$ cat src/design/ddsr_pkg.sv
// Shared types, constants and arithmetic helpers of the differential drive speed ramp.
`timescale 1ns / 1ps

package ddsr_pkg;

    localparam int CMD_W   = 24;  // raw wheel command width
    localparam int DT_W    = 10;  // elapsed milliseconds width
    localparam int RATE_W  = 20;  // configuration register width
    localparam int SPD_W   = 21;  // clamped wheel speed width
    localparam int ST_W    = 22;  // ramp state width
    localparam int STEP_W  = 21;  // per-tick step width
    localparam int PROD_W  = 30;  // rate * dt + bias width

    // Milliseconds per second and the bias that turns the floor into a ceiling.
    localparam logic [PROD_W-1:0] MS_PER_S  = PROD_W'(1000);
    localparam logic [PROD_W-1:0] CEIL_BIAS = PROD_W'(999);

    // Divide by 1000 as a multiply by a rounded-up reciprocal; exact for all
    // dividends below 2^PROD_W because the rounding error times the dividend
    // stays below 2^RECIP_SHIFT.
    localparam int RECIP_SHIFT = 40;
    localparam int RECIP_W     = 31;
    localparam logic [63:0] RECIP_FULL =
        ((64'd1 << RECIP_SHIFT) + 64'(MS_PER_S) - 64'd1) / 64'(MS_PER_S);
    localparam logic [RECIP_W-1:0] RECIP = RECIP_FULL[RECIP_W-1:0];

    // Configuration register indexes.
    localparam logic [1:0] REG_MAX_SPEED  = 2'd0;
    localparam logic [1:0] REG_FWD_ACCEL  = 2'd1;
    localparam logic [1:0] REG_FWD_DECEL  = 2'd2;
    localparam logic [1:0] REG_TURN_SLEW  = 2'd3;

    localparam logic [RATE_W-1:0] MAX_SPEED_RESET = '1;

    // Everything the state update needs besides the state itself.
    typedef struct packed {
        logic                    stop;
        logic signed [SPD_W-1:0] lc;
        logic signed [SPD_W-1:0] rc;
        logic signed [SPD_W-1:0] fwd_cmd;
        logic signed [SPD_W-1:0] turn_cmd;
        logic [STEP_W-1:0]       accel_step;
        logic [STEP_W-1:0]       decel_step;
        logic [STEP_W-1:0]       turn_step;
        logic                    accel_zero;
        logic                    decel_zero;
        logic                    turn_zero;
    } ramp_req_t;

    typedef struct packed {
        logic signed [SPD_W-1:0] left_target;
        logic signed [SPD_W-1:0] right_target;
        logic                    active;
        logic signed [ST_W-1:0]  fwd_next;
        logic signed [ST_W-1:0]  turn_next;
    } ramp_res_t;

    // Clamp a signed value to +-m.
    function automatic logic signed [SPD_W-1:0] clamp_speed(
        input logic signed [CMD_W-1:0] v,
        input logic [RATE_W-1:0]       m
    );
        logic signed [CMD_W-1:0] mp;
        logic signed [CMD_W-1:0] mn;
        logic signed [CMD_W-1:0] r;
        mp = signed'({{(CMD_W-RATE_W){1'b0}}, m});
        mn = -mp;
        if (v > mp)
        begin
            r = mp;
        end
        else if (v < mn)
        begin
            r = mn;
        end
        else
        begin
            r = v;
        end
        return r[SPD_W-1:0];
    endfunction

    // Halve a signed value, rounding toward zero.
    function automatic logic signed [ST_W-1:0] half_toward_zero(
        input logic signed [ST_W:0] v
    );
        logic [ST_W:0] t;
        t = v + {{ST_W{1'b0}}, v[ST_W]};
        return signed'(t[ST_W:1]);
    endfunction

endpackage

$ cat src/design/ddsr_step_unit.sv
// Two-stage pipelined computation of the per-tick step ceil(rate * dt / 1000), at least 1.
`timescale 1ns / 1ps

module ddsr_step_unit
(
    input  logic                          clk,
    input  logic                          en1,
    input  logic                          en2,
    input  logic [ddsr_pkg::RATE_W-1:0]   rate,
    input  logic [ddsr_pkg::DT_W-1:0]     dt,
    output logic [ddsr_pkg::STEP_W-1:0]   step,
    output logic                          rate_zero
);

    localparam int MUL_W = ddsr_pkg::PROD_W + ddsr_pkg::RECIP_W;

    logic [ddsr_pkg::PROD_W-1:0]  prod_reg;
    logic [ddsr_pkg::PROD_W-1:0]  prod_next;
    logic                         zero1_reg;
    logic [MUL_W-1:0]             quot_full;
    logic [ddsr_pkg::STEP_W-1:0]  quot;
    logic [ddsr_pkg::STEP_W-1:0]  step_reg;
    logic [ddsr_pkg::STEP_W-1:0]  step_next;
    logic                         zero2_reg;

    assign prod_next = {{(ddsr_pkg::PROD_W-ddsr_pkg::RATE_W){1'b0}}, rate}
                     * {{(ddsr_pkg::PROD_W-ddsr_pkg::DT_W){1'b0}}, dt}
                     + ddsr_pkg::CEIL_BIAS;

    assign quot_full = {{ddsr_pkg::RECIP_W{1'b0}}, prod_reg}
                     * {{ddsr_pkg::PROD_W{1'b0}}, ddsr_pkg::RECIP};
    assign quot      = quot_full[ddsr_pkg::RECIP_SHIFT +: ddsr_pkg::STEP_W];
    assign step_next = (quot == '0) ? ddsr_pkg::STEP_W'(1) : quot;

    always_ff @(posedge clk)
    begin
        if (en1)
        begin
            prod_reg  <= prod_next;
            zero1_reg <= (rate == '0);
        end
        if (en2)
        begin
            step_reg  <= step_next;
            zero2_reg <= zero1_reg;
        end
    end

    assign step      = step_reg;
    assign rate_zero = zero2_reg;

endmodule

$ cat config.mk
export PLATFORM = sky130hd
export DESIGN_NAME = ddsr_step_unit
export DESIGN_NICKNAME = d
export VERILOG_FILES = /design/src/design/ddsr_pkg.sv /design/src/design/ddsr_step_unit.sv
export SDC_FILE = /design/constraint.sdc
export NUM_CORES = 1
export LEC_CHECK = 0
export ABC_AREA = 1
export BUFFER_PORTS_ARGS = -buffer_cell sky130_fd_sc_hd__buf_2
export CAP_MARGIN = 10
export CORE_ASPECT_RATIO = 1.75
export CORE_MARGIN = 4
export CORE_UTILIZATION = 50
export DETAILED_ROUTE_END_ITERATION = 8
export PLACE_DENSITY = 0.63
export SETUP_SLACK_MARGIN = 0.4
export SYNTH_ARGS = -nofsm -noshare
export SYNTH_HDL_FRONTEND = slang
export SYNTH_SLANG_ARGS = --single-unit
$ cat constraint.sdc
create_clock -name clk -period 15.26 [get_ports clk]
set_clock_uncertainty 0.05 [all_clocks]
set_input_delay 3.052 -clock clk [delete_from_list [all_inputs] [get_ports clk]]
set_output_delay 3.052 -clock clk [all_outputs]
set_load 0.1 [all_outputs]
# --- Yosys cells after proc, flatten, opt, wreduce, memory -nomap -nowiden ---
# Index checks and enable logic that the tools add are counted.
op_classes:
  add_sub_neg: 1
  n_mul: 2
  n_reduce_logical: 2
op_table:
  columns: ["op", "n"]
  rows:
  - ["multiplier 30 x 29 -> 59 bit, second input constant", 1]
  - ["adder 30 x 10 -> 30 bit, second input constant", 1]
  - ["multiplier 20 x 10 -> 30 bit", 1]
  - ["logical NOT 21 bit", 1]
  - ["logical NOT 20 bit", 1]
word_totals:
  regBits: 53
  inputBits: 33
  out_inout_bits: 22

# --- Depth between registers and ports, before layout ---
# Gate-level depths: netlist of run 1.
depth:
  depth_word: 2
  mapped_depth: 32
  depth_no_buf: 32

# --- Worst setup path after synthesis of run 1 ---
# No wires, ideal clock.
synth_timing:
  kind: "input to register"
  start: "input port rate[5] in the netlist's numbering"
  end: "register prod_reg[22] in the netlist's numbering, data pin"
  setup_time_ns: 0.260
  arrival_ns: 7.431
  required_time_ns: 14.950
  slack_ns: 7.520
  stages: 19
  path_cell_list: "clkbuf_1 nand2_1 fa_1 inv_1 fa_1 fa_1 inv_1 fa_1 fa_1 inv_1 ha_1 a21o_1 a21oi_1 o21ai_2 a21boi_1 o21bai_1 nand3b_1 nand2_1 xor2_1"
synth_via:
  elab_chain_len: 2
synth_rtl:
  columns: ["item", "line", "text"]
  rows:
  - ["start, declared", "ddsr_step_unit.sv:9", "input logic [ddsr_pkg::RATE_W-1:0] rate,"]
  - ["multiplier 20 x 10 -> 30 bit", "ddsr_step_unit.sv:27", "* {{(ddsr_pkg::PROD_W-ddsr_pkg::DT_W){1'b0}}, dt}"]
  - ["adder 30 x 10 -> 30 bit", "ddsr_step_unit.sv:28", "+ ddsr_pkg::CEIL_BIAS;"]
  - ["net prod_next (one bit)", "ddsr_step_unit.sv:18", "logic [ddsr_pkg::PROD_W-1:0] prod_next;"]
  - ["end signal, assigned", "ddsr_step_unit.sv:39", "prod_reg <= prod_next;"]
  - ["end, declared", "ddsr_step_unit.sv:17", "logic [ddsr_pkg::PROD_W-1:0] prod_reg;"]
# The timed path passes the listed nets, and every way through them passes these cells.
# A chain may end at the register's enable or synchronous reset.

# --- Worst setup path in the final report of run 1 ---
layout_timing:
  start: "input port dt[1] in the netlist's numbering"
  end: "register prod_reg[26] in the netlist's numbering, data pin"
layout_via:
  elab_chain_len: 2
layout_rtl:
  columns: ["item", "line", "text"]
  rows:
  - ["start, declared", "ddsr_step_unit.sv:10", "input logic [ddsr_pkg::DT_W-1:0] dt,"]
  - ["multiplier 20 x 10 -> 30 bit", "ddsr_step_unit.sv:27", null]
  - ["adder 30 x 10 -> 30 bit", "ddsr_step_unit.sv:28", null]
  - ["net prod_next (one bit)", "ddsr_step_unit.sv:18", null]
# The timed path passes the listed nets, and every way through them passes these cells.

==> run_results.csv, run 1 <==
group,metric,value,unit
logic_synthesis,synthXorXnorAreaFrac,1.014,%
placement,hpwlAfterDp,62.38,mm
worst_setup_path,critPathTopFamily,"adder cells",
worst_setup_path,cp_max_fo,20,
finish,nNetsFinal,3954,
worst_setup_path,reg2reg_depth,30,
die,core-area,47880,um^2
die,initial_core_util,50.50,%
logic_synthesis,synthAdderAreaFrac,58.16,%
logic_synthesis,netlist_instances,3023,
worst_setup_path,critPathMostFrequentCell,"fa_1",
timing,hold_viol,0,
timing,drv_slew,0,
clock_network,cts_buffers,5,
worst_setup_path,path_buf_inv,2,
clock_network,h-tree-depth,2,
clock_network,clockBufferDepth,2,
die,ios,55,
timing,rsz0062_at_grt,"false",
die,die_area,52080,um^2
logic_synthesis,synth_nets,3925,
timing,worstMarginPinSlew,0.9684,ns
clock_network,cts_resized,0,
die,die_w,174.2,um
logic_synthesis,netlist_area,24180,um^2
logic_synthesis,yosysWarnings,0,
outcome,status,"finished clean",
worst_hold_path,hold_path_class,"register to register",
run,maxCapViolCount,0,
clock_network,clkTransAtPathRegs,0.08,ns
worst_setup_path,startpoint_type,"input pin",
placement,numPortBuffers,54,
placement,routabilityCongestion,0.9702,
logic_synthesis,netlist_top_cells_count,"976 x inv_1, 707 x nand2_1, 444 x ha_1",
logic_synthesis,yosys_most_used_dff,"edfxtp_1",
clock_network,holdBufCountCts,0,
timing,finalCriticalPeriod,8.542,ns
logic_synthesis,synth.area.mux_share,0,%
finish,drive_gt1_share,3.636,%
worst_setup_path,critical_path_class,"input pin to register",
worst_hold_path,hold_path_depth,0,
drt,drtPass1Iterations,7,
clock_network,root_buffer,"clkbuf_16",
finish,largest_reg_flops,30,
global_route,grt_usage,27.23,%
global_route,grt_first_pass_wirelength,109.2,mm
global_route,grt_pass1_vias,20890,
timing,finalCritPeriodShare,55.97,%
global_route,grt_antenna_before_repair,2,
global_route,grt_start_max_net_pins,32,
logic_synthesis,yosys-top-cells-area,"fa_1 35%, ha_1 23%, inv_1 15%",
die,rows,106,
worst_setup_path,cpPeakStageDelay,0.59,ns
drt,drcViolationCount,0,
drt,via_count,18510,
drt,routed_via_density,5.001,
logic_synthesis,postSynthAreaPerCell,7.998,um^2
drt,drt_wl_total,68.25,mm
drt,drtAntennaViolNets,0,
finish,syn_to_final_growth,4.688,%
clock_network,cts.sink_count,53,
timing,finalSetupViolCount,0,
clock_network,insertion_delay,0.31,ns
logic_synthesis,async_flop_share,0,%
logic_synthesis,synth_top_cell_by_area,"fa_1",
worst_setup_path,cp.required,15.26,ns
timing,maxSlewHeadroom,35.44,%
clock_network,post_cts_buffers,0,
logic_synthesis,synth_seq_cells,53,
worst_setup_path,worstSetupEndpointType,"register",
drt,wl_per_cell,18.44,um
worst_setup_path,critPathSlowestCell,"fa_1",
worst_setup_path,cp.arrival,8.54,ns
logic_synthesis,synthSimpleGateAreaFrac,15.76,%
logic_synthesis,synth.most_common_cell,"inv_1",
logic_synthesis,synth_seq_area_share,6.582,%
worst_setup_path,crit_cells,15,
logic_synthesis,synth_top_family_by_area,"adder cells",
timing,timing.fmax,0.1171,GHz
clock_network,tritoncts,"done",
logic_synthesis,synth_edf_count,53,
global_route,grt-ovfl-total,0,
drt,drt_iter0_markers,769,
timing,setup_tns,0,ns
logic_synthesis,synth_top_cell_area_share,35.19,%
worst_setup_path,path_cells,"buf_2 -> nand2_1 -> fa_1 -> fa_1 -> fa_1 -> fa_1 -> inv_1 -> fa_1 -> ha_1 -> a21oi_1 -> o21ai_0 -> a21oi_1 -> nand3_1 -> a31oi_1 -> xor2_1",
finish,diodes,0,
logic_synthesis,ys_types,34,
logic_synthesis,synth_compound_area_share,2.603,%
die,die_h,298.9,um
kinds of logic after synthesis:
logic type / count (synthesis)
xor+xnor: 28
buf+inv: 1023
fa+ha+maj: 869
compound gates: 111
simple gates: 939
flops: 53
path summary, 6_finish.rpt:
check                                 start            to  slack [ns]
worst max register to register  prod_reg[7]       step[0]        8.11
worst max-delay path                  dt[1]  prod_reg[26]        6.72
worst min register to register    zero1_reg     rate_zero        0.37
worst min-delay path              zero1_reg     rate_zero        0.37
cell type report:
cell class	instances	area, um^2
clock buffer	6	128.9
clock inverter	2	13.76
fill	4661	22570
inverter	983	3690
multi-input combinational	1947	18750
sequential	53	1592
tap	648	810.8
timing repair buffer	62	330.3
worst register-to-register path, delay by kind of cell, from the launching register on:
kind          cells  cell delay, ns
fa+ha+maj         9            4.11
flops             1            0.97
simple gates     14            1.34
buf+inv           7            0.45
stage by stage:
step | utilization [%] | std cells | hold slack, ns | instance area, um^2 | worst slack, ns
2_1_floorplan | - | 3023 | 0.3503 | 24180 | 7.520
3_3_place_gp | 52.57 | 3693 | 0.3615 | 25170 | 6.439
3_5_place_dp | 52.57 | 3693 | 0.3584 | 25170 | 6.441
4_1_cts | 52.87 | 3701 | 0.3766 | 25310 | 6.757
5_1_grt | 52.87 | 3701 | 0.3925 | 25310 | 6.428
6_report | 52.87 | 3701 | 0.3738 | 25310 | 6.718
placed cells by master, fill, tap and decap left out, drive strengths merged:
| cell | instances |
|---|---|
| clkbuf | 6 |
| nand2 | 718 |
| or2 | 1 |
| o2111ai | 1 |
| or4 | 1 |
| o21ai | 24 |
| a21oi | 60 |
| and2 | 5 |
| nor4 | 5 |
| clkinv | 1 |
| edfxtp | 53 |
| ha | 444 |
| buf | 62 |
| a21boi | 3 |
| nor2 | 126 |
| inv | 984 |
| a211oi | 3 |
| fa | 425 |
| o21bai | 7 |
| a21o | 3 |
| nand3b | 5 |
| a31oi | 5 |
| nand4 | 14 |
| o21a | 5 |
| xor2 | 15 |
| xnor2 | 13 |
| nand3 | 48 |
| nor3 | 16 |
metal layers:
| metal | global-route usage (%) | vias up | share of wire [%] |
|---|---|---|---|
| li1 | - | 8862 | - |
| met1 | 25.05 | 9036 | 32 |
| met2 | 55.73 | 408 | 57 |
| met3 | 1.316 | 200 | 2.1 |
| met4 | 18.38 | 4 | 8.5 |
| met5 | 0 | - | 0.035 |
Power of run 1 is left out: the tool's default activity adds up to more than one toggle a clock period on the data nets, which glitch-free logic cannot reach.
==> inputs of run 2 (changes only) <==
==> constraint.sdc (replaced) <==
create_clock -name clk -period 8.69 [get_ports clk]
set_clock_uncertainty 0.05 [all_clocks]
set_input_delay 1.738 -clock clk [delete_from_list [all_inputs] [get_ports clk]]
set_output_delay 1.738 -clock clk [all_outputs]
set_load 0.1 [all_outputs]
==> run_results.csv, run 2 (synthesis gave the netlist of run 1 again) <==
group,metric,value,unit
worst_setup_path,cpPeakStageDelay,0.84,ns
clock_network,post_cts_buffers,0,
finish,fillers,4649,
finish,diodes,0,
clock_network,insertion_delay,0.31,ns
timing,finalSetupViolCount,0,
worst_setup_path,cp.required,8.72,ns
timing,finalCritPeriodShare,81.50,%
drt,drtAntennaViolNets,0,
clock_network,h-tree-depth,2,
finish,drive_gt1_share,3.542,%
worst_setup_path,critical_path_class,"register to register",
die,die_h,298.9,um
timing,setup_tns,0,ns
die,die_area,52080,um^2
drt,drcViolationCount,0,
finish,syn_to_final_growth,4.600,%
clock_network,cts.sink_count,53,
die,core-area,47880,um^2
drt,drt_wl_total,67.78,mm
clock_network,root_buffer,"clkbuf_16",
global_route,busiest_layer,"met2",
drt,routed_via_density,5.003,
worst_hold_path,hold_path_class,"register to register",
die,initial_core_util,50.50,%
timing,hold_viol,0,
die,die_w,174.2,um
clock_network,tritoncts,"done",
worst_setup_path,critPathSlowestCell,"edfxtp_1",
finish,largest_reg_flops,30,
global_route,grt_pass1_vias,21170,
clock_network,cts_resized,0,
global_route,met3_usage,1.341,%
global_route,grt-ovfl-total,0,
global_route,grt_usage,27.27,%
worst_setup_path,cp.arrival,7.11,ns
timing,finalCriticalPeriod,7.082,ns
timing,timing.fmax,0.1412,GHz
drt,wl_per_cell,18.33,um
clock_network,clockBufferDepth,2,
timing,drv_slew,0,
finish,layout_common_cells,"976 x inv_1, 707 x nand2_1, 444 x ha_1, 425 x fa_1, 111 x nor2_1",
timing,rsz0062_at_grt,"false",
global_route,grt_util_met1,25.77,%
die,ios,55,
run,maxCapViolCount,0,
global_route,grt_start_max_net_pins,32,
drt,drtPass1Iterations,5,
die,rows,106,
placement,numPortBuffers,54,
worst_setup_path,worstSetupEndpointType,"register",
clock_network,holdBufCountCts,0,
worst_setup_path,startpoint_type,"register",
timing,maxSlewHeadroom,42.62,%
timing,worstMarginPinSlew,0.8607,ns
global_route,grt_use_met2,55.03,%
worst_setup_path,r2r_slack,1.61,ns
drt,drt_iter0_markers,915,
finish,nNetsFinal,3950,
placement,hpwlAfterDp,61.74,mm
clock_network,cts_buffers,5,
finish,final_common_cell,"inv_1",
global_route,grt_antenna_before_repair,1,
drt,via_count,18500,
clock_network,clkTransAtPathRegs,0.08,ns
worst_setup_path,cp_max_fo,10,
placement,routabilityCongestion,0.9725,
outcome,status,"finished clean",
global_route,grt_first_pass_wirelength,109.8,mm
run 2: cell types whose count changed in the layout (fill, tap and decap cells not counted), sizes merged:
| cell | before | now |
|---|---|---|
| clkinv | 1 | 0 |
| buf | 62 | 58 |
| clkbuf | 6 | 5 |
| clkinvlp | 0 | 2 |
run 2: final cells by class:
class / count / area [um^2] / share of cell area [%]
repair buffers: 58 / 300.3 / 1.187
multi-input cells: 1947 / 18750 / 74.13
flip-flops and latches: 53 / 1592 / 6.293
clock inverters: 3 / 26.28 / 0.1039
inverters: 983 / 3690 / 14.59
well taps: 648 / 810.8 / 3.206
clock buffers: 5 / 125.1 / 0.4947
run 2: final timing paths:
| kind | endpoint | cells past startpoint | from |
|---|---|---|---|
| worst min register to register | rate_zero | 0 | zero1_reg |
| worst min-delay path | rate_zero | 0 | zero1_reg |
| worst max-delay path | step[0] | 30 | prod_reg[6] |
| worst max register to register | step[0] | 30 | prod_reg[6] |
run 2: stage by stage:
| step | instance area [um^2] | setup WS [ns] | utilization, % | hold slack (ns) | std cells |
|---|---|---|---|---|---|
| floorplan | 24180 | 2.264 | - | 0.3503 | 3023 |
| finish | 25290 | 1.608 | 52.83 | 0.3895 | 3697 |
| CTS | 25290 | 1.588 | 52.83 | 0.3954 | 3697 |
| global route | 25290 | 1.251 | 52.83 | 0.4012 | 3697 |
| global placement | 25140 | 1.632 | 52.51 | 0.3697 | 3689 |
| detailed placement | 25140 | 1.549 | 52.51 | 0.3761 | 3689 |
run 2: layer usage:
metal / wire length (um) / share of wire [%]
met4: 5825 / 8.6
met3: 1550 / 2.3
met1: 21870 / 32
met2: 38530 / 57
met5: 12 / 0.018
run 2: worst max-delay path, delay by kind of cell, from the launching register on:
kind	cells	cell delay [ns]
adder cells (fa/ha/maj)	9	4.20
AND/OR/NAND/NOR	14	1.36
flip-flops	1	0.84
buffers and inverters	7	0.40
Power of run 2 is left out for the same reason.
==> inputs of run 3 (changes only) <==
==> constraint.sdc (replaced) <==
create_clock -name clk -period 7.4 [get_ports clk]
set_clock_uncertainty 0.05 [all_clocks]
set_input_delay 1.48 -clock clk [delete_from_list [all_inputs] [get_ports clk]]
set_output_delay 1.48 -clock clk [all_outputs]
set_load 0.1 [all_outputs]
==> run_results.csv, run 3 (synthesis gave the netlist of run 1 again) <==
group,metric,value,unit
drt,routed_via_density,4.984,
global_route,grt_antenna_before_repair,0,
clock_network,h-tree-depth,2,
worst_setup_path,worstSetupEndpointType,"register",
worst_hold_path,hold_path_class,"register to register",
timing,finalSetupViolCount,0,
worst_hold_path,hold_path_depth,0,
die,rows,106,
drt,drcViolationCount,0,
die,die_h,298.9,um
drt,wl_per_cell,19.43,um
timing,setup_tns,0,ns
worst_setup_path,crit_cells,31,
global_route,grt_pass1_vias,21230,
clock_network,cts.sink_count,53,
finish,fillers,4610,
worst_setup_path,cp.required,7.57,ns
worst_setup_path,critPathMostFrequentCell,"nand2_1",
finish,layout_common_cells,"976 x inv_1, 706 x nand2_1, 443 x ha_1, 425 x fa_1, 101 x nor2_1",
timing,finalCritPeriodShare,90.88,%
timing,finalCriticalPeriod,6.725,ns
timing,timing.fmax,0.1487,GHz
global_route,grt_start_max_net_pins,32,
global_route,grt_usage,29.12,%
worst_setup_path,startpoint_type,"register",
worst_setup_path,critical_path_class,"register to register",
clock_network,tritoncts,"done",
global_route,busiest_layer,"met2",
global_route,grt_first_pass_wirelength,114.9,mm
timing,hold_viol,0,
worst_setup_path,cpPeakStageDelay,0.55,ns
finish,largest_reg_flops,30,
placement,numPortBuffers,54,
placement,dp.cells,3718,
worst_setup_path,reg2reg_depth,31,
worst_setup_path,cp_max_fo,4,
worst_setup_path,critPathSlowestCell,"fa_1",
placement,hpwlAfterDp,67.57,mm
drt,drtAntennaViolNets,0,
placement,routabilityCongestion,0.9858,
drt,drtPass1Iterations,5,
finish,final_common_cell,"inv_1",
finish,stdcell_area,25930,um^2
clock_network,cts_buffers,5,
global_route,grt_util_met1,26.95,%
finish,seqCellArea,1592,um^2
timing,worstMarginPinSlew,1.028,ns
finish,nNetsFinal,4021,
finish,fin_cells,3768,
worst_setup_path,cp.arrival,6.89,ns
clock_network,root_buffer,"clkbuf_16",
drt,drt_wl_total,73.21,mm
drt,drt_iter0_markers,642,
worst_setup_path,path_buf_inv,8,
clock_network,insertion_delay,0.34,ns
run,maxCapViolCount,0,
die,die_w,174.2,um
worst_setup_path,critPathTopFamily,"adder cells",
die,core-area,47880,um^2
global_route,met3_usage,1.253,%
finish,syn_to_final_growth,7.224,%
die,ios,55,
global_route,grt_use_met2,58.34,%
finish,diodes,0,
finish,drive_gt1_share,6.218,%
placement,dpl_cell_area,25360,um^2
timing,hold_ws,0.3868,ns
die,die_area,52080,um^2
clock_network,clkTransAtPathRegs,0.09,ns
timing,drv_slew,0,
finish,multi_input_area,18800,um^2
timing,maxSlewHeadroom,31.47,%
clock_network,clockBufferDepth,2,
global_route,grt-ovfl-total,0,
outcome,status,"finished clean",
timing,rsz0062_at_grt,"false",
die,initial_core_util,50.50,%
drt,via_count,18780,
==> run 3: cell type report <==
cell class	count	share of cell area, %
clock buffers	5	0.4826
clock inverters	3	0.1013
inverters	983	14.23
multi-input cells	1947	72.51
flip-flops and latches	53	6.139
well taps	648	3.127
repair buffers	129	3.407
==> run 3: stage by stage <==
stage | utilization, % | setup slack [ns]
finish | 54.15 | 0.6748
global route | 54.15 | 0.3848
CTS | 53.28 | 0.4653
detailed placement | 52.96 | 0.4767
global placement | 52.96 | 0.4636
floorplan | - | 1.232
==> run 3: layer usage <==
layer / up-vias / wire length, um
met5: - / 0
met4: 0 / 7130
met3: 221 / 1510
met2: 395 / 41120
met1: 9145 / 23450
li1: 9018 / -
==> run 3: final timing paths <==
| check | slack, ns | end | from |
|---|---|---|---|
| min | 0.39 | rate_zero | zero1_reg |
| max reg2reg | 0.67 | step[0] | prod_reg[7] |
| min reg2reg | 0.39 | rate_zero | zero1_reg |
| max | 0.67 | step[0] | prod_reg[7] |
==> run 3: timing repair <==
item	in CTS	in global routing
hold buffers	0	0
resized for setup	0	15
setup endpoints to repair	0	1
buffers inserted	0	42
Power of run 3 is left out for the same reason.
